**config.mk**
```make
export PLATFORM = sky130hd
export DESIGN_NAME = dsa_ram
export DESIGN_NICKNAME = d
export VERILOG_FILES = /design/src/rtl/core/dsa_ram.sv
export SDC_FILE = /design/constraint.sdc
export NUM_CORES = 1
export LEC_CHECK = 0
export CAP_MARGIN = 20
export CORE_MARGIN = 4
export CORE_UTILIZATION = 39
export DETAILED_ROUTE_END_ITERATION = 8
export DONT_BUFFER_PORTS = 1
export GPL_ROUTABILITY_DRIVEN = 1
export HOLD_SLACK_MARGIN = 0.03
export SLEW_MARGIN = 10
export SYNTH_ARGS = -nofsm -noshare
export SYNTH_HDL_FRONTEND = slang
export SYNTH_SLANG_ARGS = --single-unit
```
**constraint.sdc**
```tcl
create_clock -name clk -period 2.5 [get_ports clk]
set_clock_uncertainty 0.2 [all_clocks]
set_input_delay 0 -clock clk [delete_from_list [all_inputs] [get_ports clk]]
set_output_delay 0 -clock clk [all_outputs]
set_load 0.01 [all_outputs]
```
**src/rtl/core/dsa_ram.sv**
```systemverilog
// generic simple dual-port ram, one write and one registered read per cycle
// read-first on a same-address collision; no package dependencies
module dsa_ram #(
  parameter int DEPTH = 64,
  parameter int WIDTH = 1,
  parameter int AW    = $clog2(DEPTH)
) (
  input  logic             clk,
  input  logic             we,
  input  logic [AW-1:0]    waddr,
  input  logic [WIDTH-1:0] wdata,
  input  logic             re,
  input  logic [AW-1:0]    raddr,
  output logic [WIDTH-1:0] rdata
);

  logic [WIDTH-1:0] mem [DEPTH];

  always_ff @(posedge clk) begin
    if (we) begin
      mem[waddr] <= wdata;
    end
    if (re) begin
      rdata <= mem[raddr];
    end
  end

endmodule

```
* Word-level counts from Yosys, hierarchy flattened
Memory sizes are Yosys's and may differ from the RTL's. A register that Yosys moved wholly into a read port is not among the register bits.
Index checks and enable logic that the tools add are counted.
** Operators by class
- Multiplexer cells :: 2
** Operator list (number)
- $mux W1 :: 2
** Word-level totals
- Memory bits (writable) :: 64
- Logic and storage cells :: 3
- Memories :: 1
- Register bits after elaboration :: 0
- Output and inout port bits :: 1
** Memories
- mem :: depth 64, bits a word 1, read ports 1, clocked after memory_dff 1, write ports 1, RTL line 17 : logic [WIDTH-1:0] mem [DEPTH];

* Longest topological paths before layout
Gate-level depths: netlist (run 1).
- Depth after elaboration :: 2
- Gate-level depth with buffers :: 6

* Worst setup path before layout (run 1)
No wires, ideal clock.
- Path type :: register to register
- Start point :: memory mem[3]
- End point :: register rdata (read register of mem), data pin
- Setup time :: 0.257 ns
- Slack :: 0.406 ns
- Arrival :: 1.637 ns
- Path buffers :: 0
- Stages on the path, launching flop included :: 5
- Cell sequence :: edfxtp_1 mux4_1 mux4_2 or2_0 a32o_1
** RTL lines
- from (decl) :: RTL line 17
- to (decl) :: RTL line 14 : output logic [WIDTH-1:0] rdata

==> results.ini, run 1 <==
[cts]
cts_resized=0
cts_made_buffers=9
cts_sinks=65
clockBufferDepth=2
cts_tree=built
clk_pin_slew_worst_paths_ns=0.07
htreeDepth=3
cts_setup_buffers=0
root_buffer=clkbuf_8
clk_latency_ns=0.34

[placement]
port-buffer-count=0
gp_congestion=0.761
place_hpwl_um=3640

[floorplan]
io_pins=17
core-area_um2=7250
initial_core_util=0.403
die_h_um=94.6
die_width_um=94.6
die-area_um2=8950
rows=31

[critical_path]
critPathLaunch=mem[61]$_DFFE_PP_
worstPathMaxFanout=1
rrSetupSlack_ns=0.09
critPathCaptureType=flop
r2r-end=rdata$_DFFE_PP_
path_class=flop to flop
critPathRequiredTime_ns=2.40
cp.arrival_ns=2.31
r2r-start=mem[61]$_DFFE_PP_
rr_worst_depth=5
cp-start-kind=flop

[job]
max-cap-violations=0

[detailed_routing]
drtIter0Drc=127
drt-wirelength-per-cell_um=18.7
drc_errors=0
drt-total-wl_um=6180
drtPass1Iterations=4
num_vias=1796
drtAntennaViolNets=0
viasPerCell=5.44

[global_route]
grt_overflow=0
grt_max_degree=65
grt_usage=0.156
grt_antenna_before_repair=0
grt_pass1_vias=1865
grt_pass1_wl_um=9980

[min_path]
worstHoldStart=we
min_to=mem[47]$_DFFE_PP_
holdPathStages=2
hold_class=input pin to flop

[outcome]
status=completed

[power]
power.leakage_nw=1.02
p_per_area_nw_per_um2=613
vdd_drop_max_uv=258

[finish]
area_growth_pct=15.9
fin_nets=242
antenna_cells=0
drive_gt1_frac=0.0996

[sta]
rsz0062_at_grt=no
report.final.slew_viol_count=0
hold_ws_ns=0.0109
setup_viol=0
fmax_mhz=414
fin_crit_sh=0.966
max-slew-margin-rel=0.671
hold_violations=0
period_minus_slack_ns=2.41
worst_slew_pin_slew_ns=0.491
setup_tns_ns=0

[synth]
postSynthCellCount=204
syn_area_per_cell_um2=14.3
synth_warnings=0
ys_ff_latch=65
netlist_area_um2=2920
syn_nets=220
yosys.cell_types.count=24
synth-seq-area-share=0.668

## synth_stat cells
| cell | n | area, um^2 |
|---|---|---|
| or3_1 | 1 | 6.26 |
| clkbuf_1 | 10 | 37.5 |
| nand2_1 | 7 | 26.3 |
| a21boi_0 | 1 | 7.51 |
| nand2b_1 | 2 | 12.5 |
| buf_2 | 1 | 5.00 |
| nor2b_1 | 5 | 31.3 |
| nand4_1 | 3 | 18.8 |
| and2b_1 | 1 | 7.51 |
| a32o_1 | 1 | 10.0 |
| nor3_1 | 2 | 10.0 |
| nand3_1 | 9 | 45.0 |
| or3b_2 | 1 | 8.76 |
| a21oi_1 | 1 | 5.00 |
| buf_6 | 1 | 11.3 |
| a22oi_1 | 2 | 15.0 |
| nand3b_1 | 4 | 30.0 |
| edfxtp_1 | 65 | 1950 |
| nand4b_1 | 1 | 8.76 |
| a41oi_1 | 1 | 8.76 |
| mux4_2 | 10 | 225 |
| or2_0 | 1 | 6.26 |
| nor2_1 | 67 | 251 |
| mux4_1 | 7 | 184 |
## sequential cells by signal, indices dropped and copies added (netlist names)
register and cells:
mem 64, rdata 1
## layout by cell type, fill, tap and decap left out, drive strengths merged
| cell type | n |
|---|---|
| nor2 | 67 |
| buf | 1 |
| a41oi | 1 |
| clkinv | 3 |
| a21boi | 1 |
| nand4b | 1 |
| nand3 | 9 |
| nand4 | 3 |
| or3b | 1 |
| and2b | 1 |
| a32o | 1 |
| or3 | 1 |
| or2 | 1 |
| nor2b | 5 |
| mux4 | 17 |
| nand2 | 7 |
| nor3 | 2 |
| nand2b | 2 |
| nand3b | 4 |
| edfxtp | 65 |
| clkbuf | 12 |
| dlygate4sd3 | 22 |
| a22oi | 2 |
| a21oi | 1 |
| clkinvlp | 1 |
## what timing repair did
action / in CTS / in global routing
hold buffers: 23 / 0
endpoints found under the hold margin: 130 / 0
endpoints found under the setup margin: 0 / 0
## how the worst max path moves through the flow
stage | end | slack (ns)
detailed placement | rdata$_DFFE_PP_ | 0.32
finish | rdata$_DFFE_PP_ | 0.09
global route | rdata$_DFFE_PP_ | 0.02
global placement | rdata$_DFFE_PP_ | 0.35
floorplan | rdata$_DFFE_PP_ | 0.41
CTS | rdata$_DFFE_PP_ | 0.11
## stage by stage
stage	util	setup slack, ns	instance area [um^2]	std cells	power, W
3_3_place_gp	0.413	0.346	2990	291	0.00132
5_1_grt	0.467	0.0191	3390	330	0.00217
6_report	0.467	0.0851	3390	330	0.00208
3_5_place_dp	0.413	0.322	2990	291	0.00132
2_1_floorplan	-	0.406	2920	204	0.00132
4_1_cts	0.467	0.107	3390	330	0.00209
## worst max-delay path, cell delays in order (launching register included)
cell and delay, ns:
edfxtp_1 0.38, mux4_2 0.47, a21boi_0 0.19, nand4_1 0.11, dlygate4sd3_1 0.57, a32o_1 0.26
## final cells by class
class | count | area, um^2
Clock buffer | 12 | 135
Clock inverter | 4 | 20.0
Fill cell | 664 | 3860
Multi-Input combinational cell | 127 | 918
Sequential cell | 65 | 1950
Tap cell | 99 | 124
Timing Repair Buffer | 23 | 240
## layer usage
layer  global-route usage  up-vias  wire length, um
li1                     -      810                -
met5                    0        -                0
met1                0.200      916             2710
met2                0.241       55             3050
met4               0.0998        0              208
met3               0.0327       15              211
## kinds of logic after synthesis
family	synth area share
flip-flops	0.668
AO/OA/AOI/OAI	0.0158
buffers and inverters	0.0184
AND/OR/NAND/NOR	0.158
multiplexers	0.140
## where the power goes
part           internal, W  total [W]  switching [W]
sequential         0.00121    0.00121     0.00000282
clock             0.000352   0.000732       0.000379
combinational    0.0000662   0.000136      0.0000693
total              0.00163    0.00208       0.000451
No activity file was read; power rests on OpenSTA's default activity.
==> run 2, diff against run 1 <==
- clock period: 2.5 -> 2 ns (I/O delays scaled with it)
==> run 2 against run 1 <==
Effect of this change:
- fmax grew 11%
- first-iteration DRC count fell by 18%
- sequential share of layout area is 0.93 points higher
- critical endpoint unchanged
- flip-flop and latch count unchanged
- utilization down 0.74 points
- critical path depth is 1 lower
- sequential power increased by 25%
- total power up 23%
- the run now ends with setup timing left
- worst setup slack got worse by 0.25 ns
- non-clock buffer count decreased by 3
- final area decreased by 1.6%
==> results.ini, run 2 (same netlist as run 1, synthesis figures left out) <==
[critical_path]
path_cells=mux4_2 > mux4_2 > or2_0 > a32o_1
critPathCaptureType=flop
critPathRequiredTime_ns=1.89
cp-endpoint=rdata$_DFFE_PP_
worstPathMaxFanout=1
r2r-start=mem[0]$_DFFE_PP_
critPathLaunch=mem[0]$_DFFE_PP_
rr_worst_depth=4
critical-path-slowest-cell=mux4_2
rrSetupSlack_ns=-0.17
crit_top_cell=mux4_2
cp.arrival_ns=2.06
cp_num_buf_inv=0
path_depth=4
r2r-end=rdata$_DFFE_PP_
cpPeakStageDelay_ns=0.49
cp-start-kind=flop
cp_top_family=multiplexers
path_class=flop to flop

[sta]
fin_crit_sh=1.08
fmax_mhz=461
report.final.slew_viol_count=0
rsz0062_at_grt=yes
period_minus_slack_ns=2.17
hold_violations=0
worst_slew_pin_slew_ns=0.479
setup_viol=1
max-slew-margin-rel=0.680
fin_ws_ns=-0.168

[detailed_routing]
drc_errors=0
drtIter0Drc=104
drt-total-wl_um=6210
drtPass1Iterations=4
num_vias=1698
drt-wirelength-per-cell_um=19.2
viasPerCell=5.24
drtAntennaViolNets=0

[outcome]
status=finished with violations
failed_checks=setup timing

[global_route]
grt_overflow=0
grt_usage=0.151
grt_max_degree=65
grt_antenna_before_repair=0
grt_pass1_wl_um=9600
grt_pass1_vias=1789

[finish]
fin_nets=239
fin_util=0.460
area_growth_pct=14.1
antenna_cells=0
final_cell_area_um2=3340
regMostFlops=mem
drive_gt1_frac=0.111
final_cell_mix=67 x nor2_1, 65 x edfxtp_1, 18 x dlygate4sd3_1, 13 x mux4_2
largest_register_ffs=64
largest_registers=mem x64, rdata x1
final_common_cell=nor2_1

[floorplan]
rows=31
die_width_um=94.6
core-area_um2=7250
initial_core_util=0.403
die_h_um=94.6
io_pins=17
die-area_um2=8950

[power]
vdd_drop_max_uv=292
power.leakage_nw=1.01
p_per_area_nw_per_um2=766

[cts]
clk_latency_ns=0.34
cts_sinks=65
htreeDepth=3
clockBufferDepth=2
clk_pin_slew_worst_paths_ns=0.07
root_buffer=clkbuf_8
cts_tree=built
cts_made_buffers=9
cts_setup_buffers=0

[min_path]
hold_class=input pin to flop

[job]
max-cap-violations=0

[placement]
port-buffer-count=0
place_hpwl_um=3750
post_dp_cell_area_um2=2980
gp_congestion=0.704

[run 2: routing by layer]
layer  wire length [um]  up-vias  part of all wire  GRT usage
met5                  0        -                 0          0
li1                   -      799                 -          -
met3                353        9             0.057     0.0351
met1               2750      841              0.44      0.202
met2               3000       49              0.48      0.233
met4                114        0             0.018     0.0721
[run 2: area by class of cell]
| type | instances | area, um^2 |
|---|---|---|
| fill | 662 | 3920 |
| sequential | 65 | 1950 |
| multi-input combinational | 127 | 907 |
| timing repair buffer | 20 | 213 |
| clock buffer | 11 | 131 |
| tap | 99 | 124 |
| clock inverter | 2 | 8.76 |
[run 2: worst min path at each step]
| stage | startpoint | to | slack, ns | depth (start not counted) |
|---|---|---|---|---|
| 6_report | we | mem[46]$_DFFE_PP_ | 0.02 | 2 |
| 4_1_cts | we | mem[47]$_DFFE_PP_ | 0.03 | 2 |
| 2_1_floorplan | wdata | mem[0]$_DFFE_PP_ | -0.10 | 0 |
| 3_5_place_dp | wdata | mem[36]$_DFFE_PP_ | -0.1 | 0 |
| 5_1_grt | we | mem[47]$_DFFE_PP_ | 0.03 | 2 |
| 3_3_place_gp | wdata | mem[36]$_DFFE_PP_ | -0.1 | 0 |
[run 2: where the power goes]
group / switching (W) / total (W) / internal, W
sequential: 0.00000353 / 0.00151 / 0.00151
clock: 0.000452 / 0.000875 / 0.000423
combinational: 0.0000879 / 0.000168 / 0.0000799
[run 2: worst register-to-register path: stages, from the launching register on]
cell and delay (ns):
edfxtp_1 0.38, mux4_2 0.49, mux4_2 0.46, or2_0 0.21
a32o_1 0.20
[run 2: repair_timing]
item | in CTS | in global routing
gates cloned | 0 | 0
gates resized for setup | 0 | 1
hold buffers | 20 | 0
endpoints found under the hold margin | 130 | 0
setup endpoints to repair | 1 | 2
[run 2: metrics by stage]
stage	setup WS [ns]	TNS (ns)	hold slack, ns	power, W	std cells
global route	-0.202	-0.202	0.0343	0.00264	324
finish	-0.168	-0.168	0.0190	0.00256	324
CTS	-0.181	-0.181	0.0305	0.00257	324
detailed placement	-0.177	-0.177	-0.0973	0.00165	291
floorplan	-0.0748	-0.0748	-0.101	0.00165	204
global placement	-0.126	-0.126	-0.0967	0.00165	291
==> run 3, diff against run 2 <==
- PLACE_DENSITY: not set -> 0.58
==> run 3 against run 2 <==
Effect of this change:
- the flow still finishes with violations (setup timing)
- final area grew 1.6%
- non-clock buffer count increased by 1
- final cell count is 1.2% higher
- wire length shrank 3.7%
- register-to-register slack barely moved
- via count is 0.82% higher
- fmax decreased by 0.29%
- flip-flop and latch count did not move
- global-route usage down 0.21 points
- critical path type unchanged
- largest cell class unchanged
- utilization rose by 0.74 points
- hold slack improved by 0.0056 ns
- combinational power is essentially flat
==> results.ini, run 3 (same netlist as run 1, synthesis figures left out) <==
[outcome]
status=finished with violations
failed_checks=setup timing

[placement]
port-buffer-count=0
place_hpwl_um=3530
gp_congestion=0.736

[job]
max-cap-violations=0

[power]
vdd_drop_max_uv=312
power.leakage_nw=1.03
p_per_area_nw_per_um2=809

[min_path]
worstHoldStart=we
hold_class=input pin to flop

[detailed_routing]
drtAntennaViolNets=0
drtIter0Drc=84
viasPerCell=5.22
drtPass1Iterations=4
drt-total-wl_um=5980
drc_errors=0
drt-wirelength-per-cell_um=18.2
num_vias=1712

[global_route]
grt_pass1_vias=1764
grt_use_met3=0.0351
grt_antenna_before_repair=0
grt_overflow=0
met2_usage=0.241
grt_pass1_wl_um=9650
busiest_layer=met2
grt_max_degree=65
grtUsageMet1=0.193
grt_usage=0.149

[finish]
drive_gt1_frac=0.131
final_common_cell=nor2_1
largest_registers=mem x64, rdata x1
regMostFlops=mem
final_cell_mix=67 x nor2_1, 65 x edfxtp_1, 20 x dlygate4sd3_1, 13 x mux4_2
fin_nets=240
largest_register_ffs=64
area_growth_pct=15.9
fillerInstances=646
antenna_cells=0

[critical_path]
cp_top_family=multiplexers
worstPathMaxFanout=1
path_cells=mux4_2 > mux4_2 > or2_0 > a32o_1
cp-endpoint=rdata$_DFFE_PP_
rrSetupSlack_ns=-0.17
cp_num_buf_inv=0
critical-path-slowest-cell=mux4_2
cp.arrival_ns=2.07
critPathRequiredTime_ns=1.89
path_class=flop to flop
cp-start-kind=flop
crit_top_cell=mux4_2
rr_worst_depth=4
critPathCaptureType=flop
path_depth=4
r2r-end=rdata$_DFFE_PP_
critPathLaunch=mem[22]$_DFFE_PP_
cpPeakStageDelay_ns=0.49
r2r-start=mem[22]$_DFFE_PP_

[sta]
hold_violations=0
fmax_mhz=460
fin_ws_ns=-0.174
rsz0062_at_grt=yes
period_minus_slack_ns=2.17
setup_viol=1
fin_crit_sh=1.09
hold_ws_ns=0.0246
setup_tns_ns=-0.174
worst_slew_pin_slew_ns=0.466
report.final.slew_viol_count=0
max-slew-margin-rel=0.688

[cts]
htreeDepth=3
clockBufferDepth=2
clk_latency_ns=0.34
clk_pin_slew_worst_paths_ns=0.07
root_buffer=clkbuf_8
cts_setup_buffers=0
cts_made_buffers=9
cts_tree=built
cts_sinks=65

[floorplan]
die_width_um=94.6
io_pins=17
core-area_um2=7250
rows=31
initial_core_util=0.403
die_h_um=94.6
die-area_um2=8950

[run 3: cell count changes in the layout (fill, tap and decap cells not counted)]
cell,delta
dlymetal6s4s_1,-1
clkinv_1,-1
dlygate4sd3_1,+2
clkinv_4,+1
clkinv_2,+3
clkbuf_1,-1
bufinv_16,+1
[run 3: where the power goes]
part	internal (W)	switching [W]	total [W]
clock	0.000569	0.000494	0.00106
combinational	0.0000804	0.0000864	0.000167
sequential	0.00151	0.00000337	0.00151
total	0.00216	0.000584	0.00274
[run 3: layout make-up]
cell class,instances,area [um^2],area share
clock buffer,10,128,0.0377
timing repair buffer,21,220,0.0650
clock inverter,6,58.8,0.0173
tap,99,124,0.0365
multi-input combinational,127,907,0.268
sequential,65,1950,0.576
[run 3: how the worst min path moves through the flow]
| stage | endpoint | slack (ns) | depth (start not counted) |
|---|---|---|---|
| 2_1_floorplan | mem[0]$_DFFE_PP_ | -0.10 | 0 |
| 3_3_place_gp | mem[31]$_DFFE_PP_ | -0.09 | 0 |
| 3_5_place_dp | mem[15]$_DFFE_PP_ | -0.1 | 0 |
| 4_1_cts | mem[42]$_DFFE_PP_ | 0.03 | 3 |
| 5_1_grt | mem[51]$_DFFE_PP_ | 0.04 | 2 |
| 6_report | mem[47]$_DFFE_PP_ | 0.02 | 2 |
[run 3: metal layers]
layer,vias up,routed length (um)
met4,0,85
li1,806,-
met3,6,241
met5,-,0
met2,38,2910
met1,862,2740
[run 3: metrics by stage]
stage               instances  utilization  setup slack [ns]  area (um^2)  power (W)
floorplan                 204            -           -0.0748         2910    0.00165
global placement          291        0.411            -0.170         2980    0.00165
detailed placement        291        0.411            -0.180         2980    0.00165
CTS                       328        0.467            -0.182         3390    0.00277
global route              328        0.467            -0.204         3390    0.00284
finish                    328        0.467            -0.174         3390    0.00274
[run 3: repair_timing]
action,in CTS,in global routing
resized for setup,0,0
endpoints found under the setup margin,1,1
hold buffers,21,0
endpoints found under the hold margin,130,0
