`config.mk`:
```
export PLATFORM = sky130hd
export DESIGN_NAME = dsa_clear
export DESIGN_NICKNAME = d
export VERILOG_FILES = /design/src/rtl/core/dsa_pkg.sv /design/src/rtl/core/dsa_clear.sv
export SDC_FILE = /design/constraint.sdc
export NUM_CORES = 1
export LEC_CHECK = 0
export BUFFER_PORTS_ARGS = -buffer_cell sky130_fd_sc_hd__clkbuf_2
export CORE_MARGIN = 4
export CORE_UTILIZATION = 47
export CTS_BUF_LIST = sky130_fd_sc_hd__clkbuf_4 sky130_fd_sc_hd__clkbuf_8 sky130_fd_sc_hd__clkbuf_16
export CTS_CLUSTER_SIZE = 40
export DETAILED_ROUTE_END_ITERATION = 16
export GPL_TIMING_DRIVEN = 0
export MAX_ROUTING_LAYER = met4
export PLACE_DENSITY = 0.71
export SYNTH_ARGS = -nofsm -noshare
export SYNTH_HDL_FRONTEND = slang
export SYNTH_SLANG_ARGS = --single-unit
export TNS_END_PERCENT = 10
```
`constraint.sdc`:
```
create_clock -name clk -period 1.7 [get_ports clk]
set_clock_uncertainty 0.1 [all_clocks]
set_input_delay 0.17 -clock clk [delete_from_list [all_inputs] [get_ports clk]]
set_output_delay 0.17 -clock clk [all_outputs]
set_load 0.01 [all_outputs]
```
`src/rtl/core/dsa_pkg.sv`:
```
// shared types, constants and helpers for the dfa string acceptor
// no dependencies; imported by every module of the block but dsa_ram
package dsa_pkg;

  localparam int STATE_COUNT = 64;
  localparam int STATE_W     = 6;
  localparam int BYTE_W      = 8;
  localparam int IDX_W       = $clog2(STATE_COUNT);
  localparam int ADDR_W      = IDX_W + BYTE_W;
  localparam int TBL_DEPTH   = STATE_COUNT * (2 ** BYTE_W);
  localparam int ENTRY_W     = STATE_W + 1;

  localparam logic [BYTE_W-1:0] LINE_START = 8'd2;
  localparam logic [BYTE_W-1:0] LINE_END   = 8'd3;

  typedef enum logic [1:0] {
    OP_WR_EDGE   = 2'd0,
    OP_WR_ACCEPT = 2'd1,
    OP_TEXT      = 2'd2
  } opcode_t;

  typedef enum logic {
    CFG_START_STATE   = 1'b0,
    CFG_TABLE_PRESENT = 1'b1
  } cfg_index_t;

  typedef struct packed {
    logic              busy;
    logic [ADDR_W-1:0] addr;
  } clr_t;

  function automatic logic state_ok(input logic [STATE_W-1:0] s);
    return (32'(s) < 32'(STATE_COUNT));
  endfunction

endpackage

```
`src/rtl/core/dsa_clear.sv`:
```
// post-reset clearing sweep over the transition and accept stores
// depends on dsa_pkg for the address width and the clr_t bundle
module dsa_clear (
  input  logic          clk,
  input  logic          rst,
  output dsa_pkg::clr_t clr
);
  import dsa_pkg::*;

  logic              busy;
  logic [ADDR_W-1:0] addr;

  always_ff @(posedge clk) begin
    if (rst) begin
      busy <= 1'b1;
      addr <= '0;
    end else if (busy) begin
      addr <= addr + 1'b1;
      if (addr == ADDR_W'(TBL_DEPTH - 1)) begin
        busy <= 1'b0;
      end
    end
  end

  assign clr.busy = busy;
  assign clr.addr = addr;

endmodule

```
* Word level (Yosys, flattened, before mapping) *
Cells that the tools add are included.

operators by class
  reduce and logical (&&, ||, !) cells = 0
  add/subtract/negate cells = 1
  order comparisons = 0
  $mul = 0
  shifts and indexed selects = 0
  multiplexer cells = 2
  divide/modulo/power cells = 0
  equality and inequality tests = 1
  bitwise gates (word level) = 0

operators by type and width
  operator               number
  $add 14x1->14 const B  1
  $eq 14x14->1 const B   1
  $mux 1                 2

word-level totals
  logic and storage cells = 6
  memories = 0
  memory bits (read-only) = 0
  latch bits = 0
  bits in writable memories = 0
  input bits = 2
  flip-flop bits (word level) = 15
  output and inout port bits = 15

* Logic depth before layout (Yosys ltp) *
Gate-level depths: netlist of run 1.

  word-level depth = 3
  gate-level depth with buffers = 4
  mapped depth without buffers = 4

* Worst setup path before layout of run 1 *
No wires, ideal clock.

  path kind = register to register
  start point = reg addr[0]
  end point = reg addr[12]
  arrival time = 1.418 ns
  period minus slack after synthesis = 1.638 ns
  stages on the path, launching flop included = 5
  data required time = 1.479 ns
  setup time = 0.121 ns
  slack = 0.062 ns
  cell sequence = dfxtp_1 > ha_1 > nand2_1 > nor4_1 > mux2_2

between the ends
  longest elaborated chain between the ends = 1

ends and longest elaborated chain
  element                 line             source
  start, declared         dsa_clear.sv:11  logic [ADDR_W-1:0] addr;
  start signal, assigned  dsa_clear.sv:18  addr <= addr + 1'b1;
  $add 14x1->14           dsa_clear.sv:18

Every way passes these cells.
A chain may end at the register's enable or synchronous reset.

* Worst setup path in the final report of run 1 *
  start point = reg addr[4]
  end point = reg addr[11]

Same word-level chain as after synthesis.

==> results of run 1 <==
==> kinds of logic (layout without fill, tap and decap cells) <==
kind of cell / count (synthesis) / count (layout) / share of synthesized area, %
and+or+nand+nor: 40 / 40 / 31.7
xor gates and xnor gates: 4 / 4 / 4.71
AOI/OAI and AO/OA: 11 / 11 / 8.25
adders and majority gates: 1 / 1 / 1.68
DFF: 15 / 15 / 40.4
muxes: 5 / 5 / 7.41
buffers and inverters: 8 / 27 / 5.89
==> cell type report <==
| type | instances | area, µm² | area share [%] |
|---|---|---|---|
| Multi-Input combinational cell | 61 | 432 | 47.5 |
| Sequential cell | 15 | 310 | 34.2 |
| Timing Repair Buffer | 15 | 75.1 | 8.26 |
| Buffer | 6 | 36.3 | 3.99 |
| Clock buffer | 3 | 22.5 | 2.48 |
| Tap cell | 16 | 20.0 | 2.20 |
| Inverter | 2 | 7.51 | 0.826 |
| Clock inverter | 1 | 5.00 | 0.551 |
==> critical path: stages, from the launching register on <==
cell,delay [ps]
sky130_fd_sc_hd__dfxtp_1,430
sky130_fd_sc_hd__nand4_4,170
sky130_fd_sc_hd__buf_6,180
sky130_fd_sc_hd__nor4_2,290
sky130_fd_sc_hd__mux2_1,350
==> cell usage in the layout, fill, tap and decap left out <==
master / n
sky130_fd_sc_hd__clkbuf_2: 15
sky130_fd_sc_hd__dfxtp_1: 11
sky130_fd_sc_hd__nor2_1: 10
sky130_fd_sc_hd__nand4_1: 6
sky130_fd_sc_hd__nand2_1: 5
sky130_fd_sc_hd__nand3_1: 5
sky130_fd_sc_hd__a21oi_1: 5
sky130_fd_sc_hd__o21ai_0: 4
sky130_fd_sc_hd__or3_1: 4
sky130_fd_sc_hd__xor2_1: 3
sky130_fd_sc_hd__nor2b_1: 3
sky130_fd_sc_hd__clkbuf_4: 3
sky130_fd_sc_hd__buf_2: 2
sky130_fd_sc_hd__nor4_4: 2
sky130_fd_sc_hd__mux2_2: 2
sky130_fd_sc_hd__inv_1: 2
sky130_fd_sc_hd__nor4_2: 2
sky130_fd_sc_hd__mux2_1: 2
sky130_fd_sc_hd__dfxtp_4: 2
sky130_fd_sc_hd__dfxtp_2: 2
sky130_fd_sc_hd__clkbuf_1: 1
sky130_fd_sc_hd__buf_1: 1
sky130_fd_sc_hd__mux2i_1: 1
sky130_fd_sc_hd__xnor2_1: 1
sky130_fd_sc_hd__nand4_4: 1
sky130_fd_sc_hd__buf_6: 1
sky130_fd_sc_hd__o31ai_1: 1
sky130_fd_sc_hd__or4_1: 1
sky130_fd_sc_hd__o41ai_1: 1
sky130_fd_sc_hd__nand2b_1: 1
sky130_fd_sc_hd__ha_2: 1
sky130_fd_sc_hd__buf_4: 1
sky130_fd_sc_hd__clkinv_2: 1
==> registers in the layout (all words and copies together) (netlist names) <==
signal  cells
addr       14
busy        1
==> through the flow <==
step / utilization, % / hold WS [ps] / total power, W
final: 60.3 / 188 / 0.000610
after floorplan: - / 380 / 0.000398
after detailed placement: 55.6 / 413 / 0.000411
after global placement: 55.6 / 401 / 0.000410
after global routing: 60.3 / 203 / 0.000645
after CTS: 57.6 / 193 / 0.000616
==> routing by layer <==
metal | vias up | part of all wire [%]
met5 | - | 0
met4 | 0 | 1.8
met3 | 4 | 3.3
met2 | 11 | 47
met1 | 295 | 48
li1 | 337 | -
==> path summary, 6_finish.rpt <==
path	start	end	slack [ps]	depth (start not counted)
worst min-delay path	rst	busy$_SDFF_PP1_	190	2
worst max register to register	addr[4]$_SDFFE_PP0P_	addr[11]$_SDFFE_PP0P_	70	4
worst min register to register	addr[5]$_SDFFE_PP0P_	addr[5]$_SDFFE_PP0P_	450	2
worst max-delay path	addr[4]$_SDFFE_PP0P_	addr[11]$_SDFFE_PP0P_	70	4
==> power by group through the flow <==
| stage | clock (W) | combinational [W] | sequential, W |
|---|---|---|---|
| floorplan | 0 | 0.0000208 | 0.000377 |
| global placement | 0 | 0.0000330 | 0.000377 |
| detailed placement | 0 | 0.0000343 | 0.000377 |
| CTS | 0.000212 | 0.0000345 | 0.000370 |
| global route | 0.000233 | 0.0000402 | 0.000371 |
| finish | 0.000206 | 0.0000339 | 0.000370 |
==> impl_summary.log, run 1 <==
INFO  metric place_area = about 840 µm²
INFO  metric cts_tree = done
INFO  metric synth_cell_types = 29
INFO  metric share_clk_of_total_power = between 30% and 40%
INFO  metric grt_setup_unrepaired = yes
INFO  metric cp_data_arrival_time = around 1700 ps
INFO  metric ctsHtreeMaxLevel = 1
INFO  metric overall_via_count_from_detail_route = 647
INFO  metric clk_path_buf_depth = 2
INFO  metric dpl.cell_count = about 120
INFO  metric post-synth-top-area-fraction = 40.4%
INFO  metric drt_pass1_iterations = 5
INFO  metric post_synth_most_frequent_cells = 15 x sky130_fd_sc_hd__dfxtp_1, 10 x sky130_fd_sc_hd__nor2_1, 6 x sky130_fd_sc_hd__nand4_1
INFO  metric antenna_found_initial = 0
INFO  metric number_of_standard_cells_after_synthesis = 84
INFO  metric status = complete, no violations
INFO  metric max_clock_freq = about 0.6 GHz
INFO  metric proportion_of_layout_cells_with_a_drive_suffix_above_1 = roughly 34%
INFO  metric detail_route.wirelength = about 1.5 mm
INFO  metric switching_power = ~0.00015 W
INFO  metric slew_at_the_pin_closest_to_its_max_slew_limit = 400 ps
INFO  metric pwr-share-comb = between 5 and 6%
INFO  metric grt_max_degree = 11
INFO  metric report.final.hold_viol_count = 0
INFO  metric detailedPlacementHpwl = ~1.1 mm
INFO  metric globalRouteTotalUtil = approximately 16%
INFO  metric count_of_standard_cell_rows = 14
INFO  metric clock_insertion_delay_worst_skew = approximately 290 ps
INFO  metric cts_root_buffer = sky130_fd_sc_hd__clkbuf_4
INFO  metric maxSlewHeadroom = 73.3%
INFO  metric antenna_cells = 0
INFO  metric clkSinkCount = 15
INFO  metric finalInstanceArea = 908 µm²
INFO  metric number_of_global_route_vias_before_repair = about 550
INFO  metric synth_nets = just under 90
INFO  metric dp_worst_setup_slack = -72.0 ps
INFO  metric drtAntennaViolNets = 0
INFO  metric most_common_cell_in_the_synthesized_netlist = sky130_fd_sc_hd__dfxtp_1
INFO  metric maxSlewViolCount = 0
INFO  metric fin_tns_setup = 0 ps
INFO  metric yosys_warnings = 0
INFO  metric final_nets = roughly 110
INFO  metric synth_seq_cells = 15
INFO  metric timing.hold.worst.class = in2reg
INFO  metric buffer_ports.inserted = 15
INFO  metric die_area = roughly 2300 µm²
INFO  metric grt.met3_usage = about 4.5%
INFO  metric ctsHoldBuffers = 0
INFO  metric crit_path_start_kind = flop
INFO  metric cts_setup_buffers = 0
INFO  metric clock_buffer_count_from_cts = 3
INFO  metric drc_errors = 0
INFO  metric avgViaCountPerCell = between 5 and 6
INFO  metric setup.worst_path.class = reg2reg
INFO  metric timing.final.crit_share = 96.0%
INFO  metric layout.filler_cells = ~140
INFO  metric coreArea = around 1500 µm²
INFO  metric groute.layer.met2.usage = a little over a fifth
INFO  metric synth.area.top_cells = sky130_fd_sc_hd__dfxtp_1 40%, sky130_fd_sc_hd__nand4_1 5.1%, sky130_fd_sc_hd__nor2_1 5.1%
INFO  metric floorplan.initialDensity = between 40% and 50%
INFO  metric worst-endpoint-required = 1780 ps
INFO  metric post_synth_instance_area = 743 µm²
INFO  metric sequential_area_share_after_synthesis = roughly two fifths
INFO  metric p_int = roughly 0.00046 W
INFO  metric globalRoute.totalOverflow = 0
INFO  metric finalSetupViolations = 0
INFO  metric seqPwrFrac = 60.6%
INFO  metric worst-path-max-fanout = 10
INFO  metric cts_resized = 2
INFO  metric finalCriticalPeriod = 1630 ps
INFO  metric die_height = 47.8 µm
INFO  metric chipWidth = around 48 µm
INFO  metric syn_to_final_growth = 22.2%
INFO  metric maxCapViolCount = 0
INFO  metric ir_drop = between 0.4 and 0.5 mV
INFO  metric finalNonFillerCells = between 100 and 150
INFO  metric most_congested_layer_reported_by_global_routing = met1
INFO  metric power.density = approximately 670 nW/µm²
INFO  metric post-synth-top-area-cell = sky130_fd_sc_hd__dfxtp_1
INFO  metric detail_route.iter0.violations = 19
INFO  metric ioPinCount = 17
INFO  metric route.detailed.wl_per_inst = 12.5 µm
INFO  metric power_switching_share = 24.7%
INFO  metric syn-mean-instance-area = a little under 9 µm²
INFO  metric post-route-worst-setup-slack = just under 70 ps
INFO  metric leakagePower = between 0.3 and 0.4 nW
INFO  metric ys_async_sr_fraction = 0%
INFO  metric place_congestion = 0.780
INFO  metric worstSetupEndpointType = flop
INFO  metric clk_pin_slew_worst_paths = roughly 90 ps
INFO  metric use_met1 = about a fifth
INFO  metric number_of_synthesized_flops_with_an_enable_pin = 0
INFO  metric synth_flop_cell = sky130_fd_sc_hd__dfxtp_1
INFO  metric grt_pass1_wl = about 2.4 mm
(Power assumes the default switching activity.)
==> inputs of run 2 (changes only) <==
--- a/config.mk
+++ b/config.mk
@@ -12,7 +12,6 @@
 export CTS_CLUSTER_SIZE = 40
 export DETAILED_ROUTE_END_ITERATION = 16
 export GPL_TIMING_DRIVEN = 0
-export MAX_ROUTING_LAYER = met4
 export PLACE_DENSITY = 0.71
 export SYNTH_ARGS = -nofsm -noshare
 export SYNTH_HDL_FRONTEND = slang
==> impl_summary.log, run 2 (synthesized netlist as in run 1, its figures left out) <==
INFO  metric status = complete, no violations
INFO  metric syn_to_final_growth = 22.2%
INFO  metric largestRegisters = addr: 14 flops, busy: 1 flops
INFO  metric maxSlewHeadroom = 73.2%
INFO  metric floorplan.initialDensity = 49.3%
INFO  metric power.density = between 600 and 700 nW/µm²
INFO  metric cts_root_buffer = sky130_fd_sc_hd__clkbuf_4
INFO  metric die_height = about 48 µm
INFO  metric post-route-worst-setup-slack = approximately 54 ps
INFO  metric globalRoute.totalOverflow = 0
INFO  metric crit_buf_inv = 1
INFO  metric clk_path_buf_depth = 2
INFO  metric crit_path_start_kind = flop
INFO  metric buffer_ports.inserted = 15
INFO  metric cp_data_arrival_time = around 1700 ps
INFO  metric coreArea = about 1500 µm²
INFO  metric grt_max_degree = 11
INFO  metric globalRouteTotalUtil = ~15%
INFO  metric max_clock_freq = 0.607 GHz
INFO  metric report.final.hold_viol_count = 0
INFO  metric leakagePower = about 0.38 nW
INFO  metric ctsHtreeMaxLevel = 1
INFO  metric number_of_global_route_vias_before_repair = ~550
INFO  metric finalCriticalPeriod = 1650 ps
INFO  metric timing.final.crit_share = ~97%
INFO  metric detail_route.iter0.violations = 16
INFO  metric grt_pass1_wl = 2.42 mm
INFO  metric route.detailed.wl_per_inst = approximately 13 µm
INFO  metric timing.hold.worst.class = in2reg
INFO  metric grt_setup_unrepaired = yes
INFO  metric maxSlewViolCount = 0
INFO  metric dp_worst_setup_slack = -72.0 ps
INFO  metric regMostFlops = addr
INFO  metric drt_pass1_iterations = 4
INFO  metric largest_register_ffs = 14
INFO  metric drtAntennaViolNets = 0
INFO  metric place_area = ~840 µm²
INFO  metric ir_drop = 0.437 mV
INFO  metric finalInstanceArea = 908 µm²
INFO  metric worst-endpoint-required = 1780 ps
INFO  metric detailedPlacementHpwl = between 1 and 1.5 mm
INFO  metric maxCapViolCount = 0
INFO  metric detail_route.wirelength = about 1.5 mm
INFO  metric worst-path-max-fanout = 10
INFO  metric count_of_standard_cell_rows = 14
INFO  metric drc_errors = 0
INFO  metric die_area = between 2000 and 2500 µm²
INFO  metric mostFrequentLayoutCell = sky130_fd_sc_hd__clkbuf_2
INFO  metric chipWidth = ~48 µm
INFO  metric layout.filler_cells = 136
INFO  metric proportion_of_layout_cells_with_a_drive_suffix_above_1 = around 34%
INFO  metric finalSetupViolations = 0
INFO  metric cts_tree = done
INFO  metric timing.critical_path.max_delay_family = simple AND/OR/NAND/NOR gates
INFO  metric antenna_cells = 0
INFO  metric avgViaCountPerCell = about 5.6
INFO  metric clk_pin_slew_worst_paths = 90 ps
INFO  metric antenna_found_initial = 0
INFO  metric place_congestion = around 0.77
INFO  metric ioPinCount = 17
INFO  metric clkSinkCount = 15
INFO  metric overall_via_count_from_detail_route = about 660
INFO  metric crit_chain = nand4_4 > buf_6 > nor4_2 > mux2_1
INFO  metric clock_insertion_delay_worst_skew = 290 ps
INFO  metric timing.critical_path.slowest_stage_cell = sky130_fd_sc_hd__dfxtp_1
INFO  metric final_core_util = between 60 and 70%
INFO  metric setup.worst_path.class = reg2reg
INFO  metric most-common-layout-cells = 15 x sky130_fd_sc_hd__clkbuf_2, 11 x sky130_fd_sc_hd__dfxtp_1, 10 x sky130_fd_sc_hd__nor2_1
INFO  metric clock_buffer_count_from_cts = 3
INFO  metric slew_at_the_pin_closest_to_its_max_slew_limit = about 400 ps
INFO  metric longest_individual_stage_delay_on_the_worst_path = 430 ps
INFO  metric worstSetupEndpointType = flop
INFO  metric final_nets = 107
run 2: final timing paths:
path,start,endpoint,slack (ps),cells after the start
setup / recovery,addr[4]$_SDFFE_PP0P_,addr[11]$_SDFFE_PP0P_,50,4
hold / removal,rst,busy$_SDFF_PP1_,190,2
hold reg to reg,addr[5]$_SDFFE_PP0P_,addr[5]$_SDFFE_PP0P_,450,2
setup reg to reg,addr[4]$_SDFFE_PP0P_,addr[11]$_SDFFE_PP0P_,50,4
run 2: per-stage QoR:
| step | TNS, ps | hold slack (ps) | total power, W | cells |
|---|---|---|---|---|
| final | 0 | 190 | 0.000609 | 119 |
| after floorplan | 0 | 380 | 0.000398 | 84 |
| after CTS | 0 | 193 | 0.000616 | 119 |
| after detailed placement | -72.0 | 413 | 0.000411 | 115 |
| after global placement | -43.6 | 401 | 0.000410 | 115 |
| after global routing | -5.00 | 203 | 0.000645 | 119 |
run 2: worst reg2reg max path: stages, from the launching register on:
cell	delay (ps)
sky130_fd_sc_hd__dfxtp_1	430
sky130_fd_sc_hd__nand4_4	170
sky130_fd_sc_hd__buf_6	180
sky130_fd_sc_hd__nor4_2	300
sky130_fd_sc_hd__mux2_1	350
run 2: cell type report:
class	count	area, µm²	area share (%)
buffer	6	36.3	3.99
clock buffer	3	22.5	2.48
clock inverter	1	5.00	0.551
inverter	2	7.51	0.826
multi-input combinational	61	432	47.5
sequential	15	310	34.2
tap	16	20.0	2.20
timing repair buffer	15	75.1	8.26
run 2: timing repair:
action,CTS,global route
buffers inserted,0,0
setup endpoints to repair,1,4
gates resized for setup,2,9
cloned,0,0
hold buffers,0,0
run 2: power by group:
group,internal [W],total [W],switching [W]
Clock,0.0000875,0.000205,0.000118
Combinational,0.0000141,0.0000339,0.0000198
Sequential,0.000358,0.000370,0.0000122
run 2: routing by layer:
layer / global-route usage, % / vias up / routed length [µm]
li1: - / 339 / -
met1: 21.1 / 304 / 731
met2: 21.1 / 15 / 685
met3: 4.51 / 4 / 54
met4: 8.06 / 0 / 25
met5: 0 / - / 0
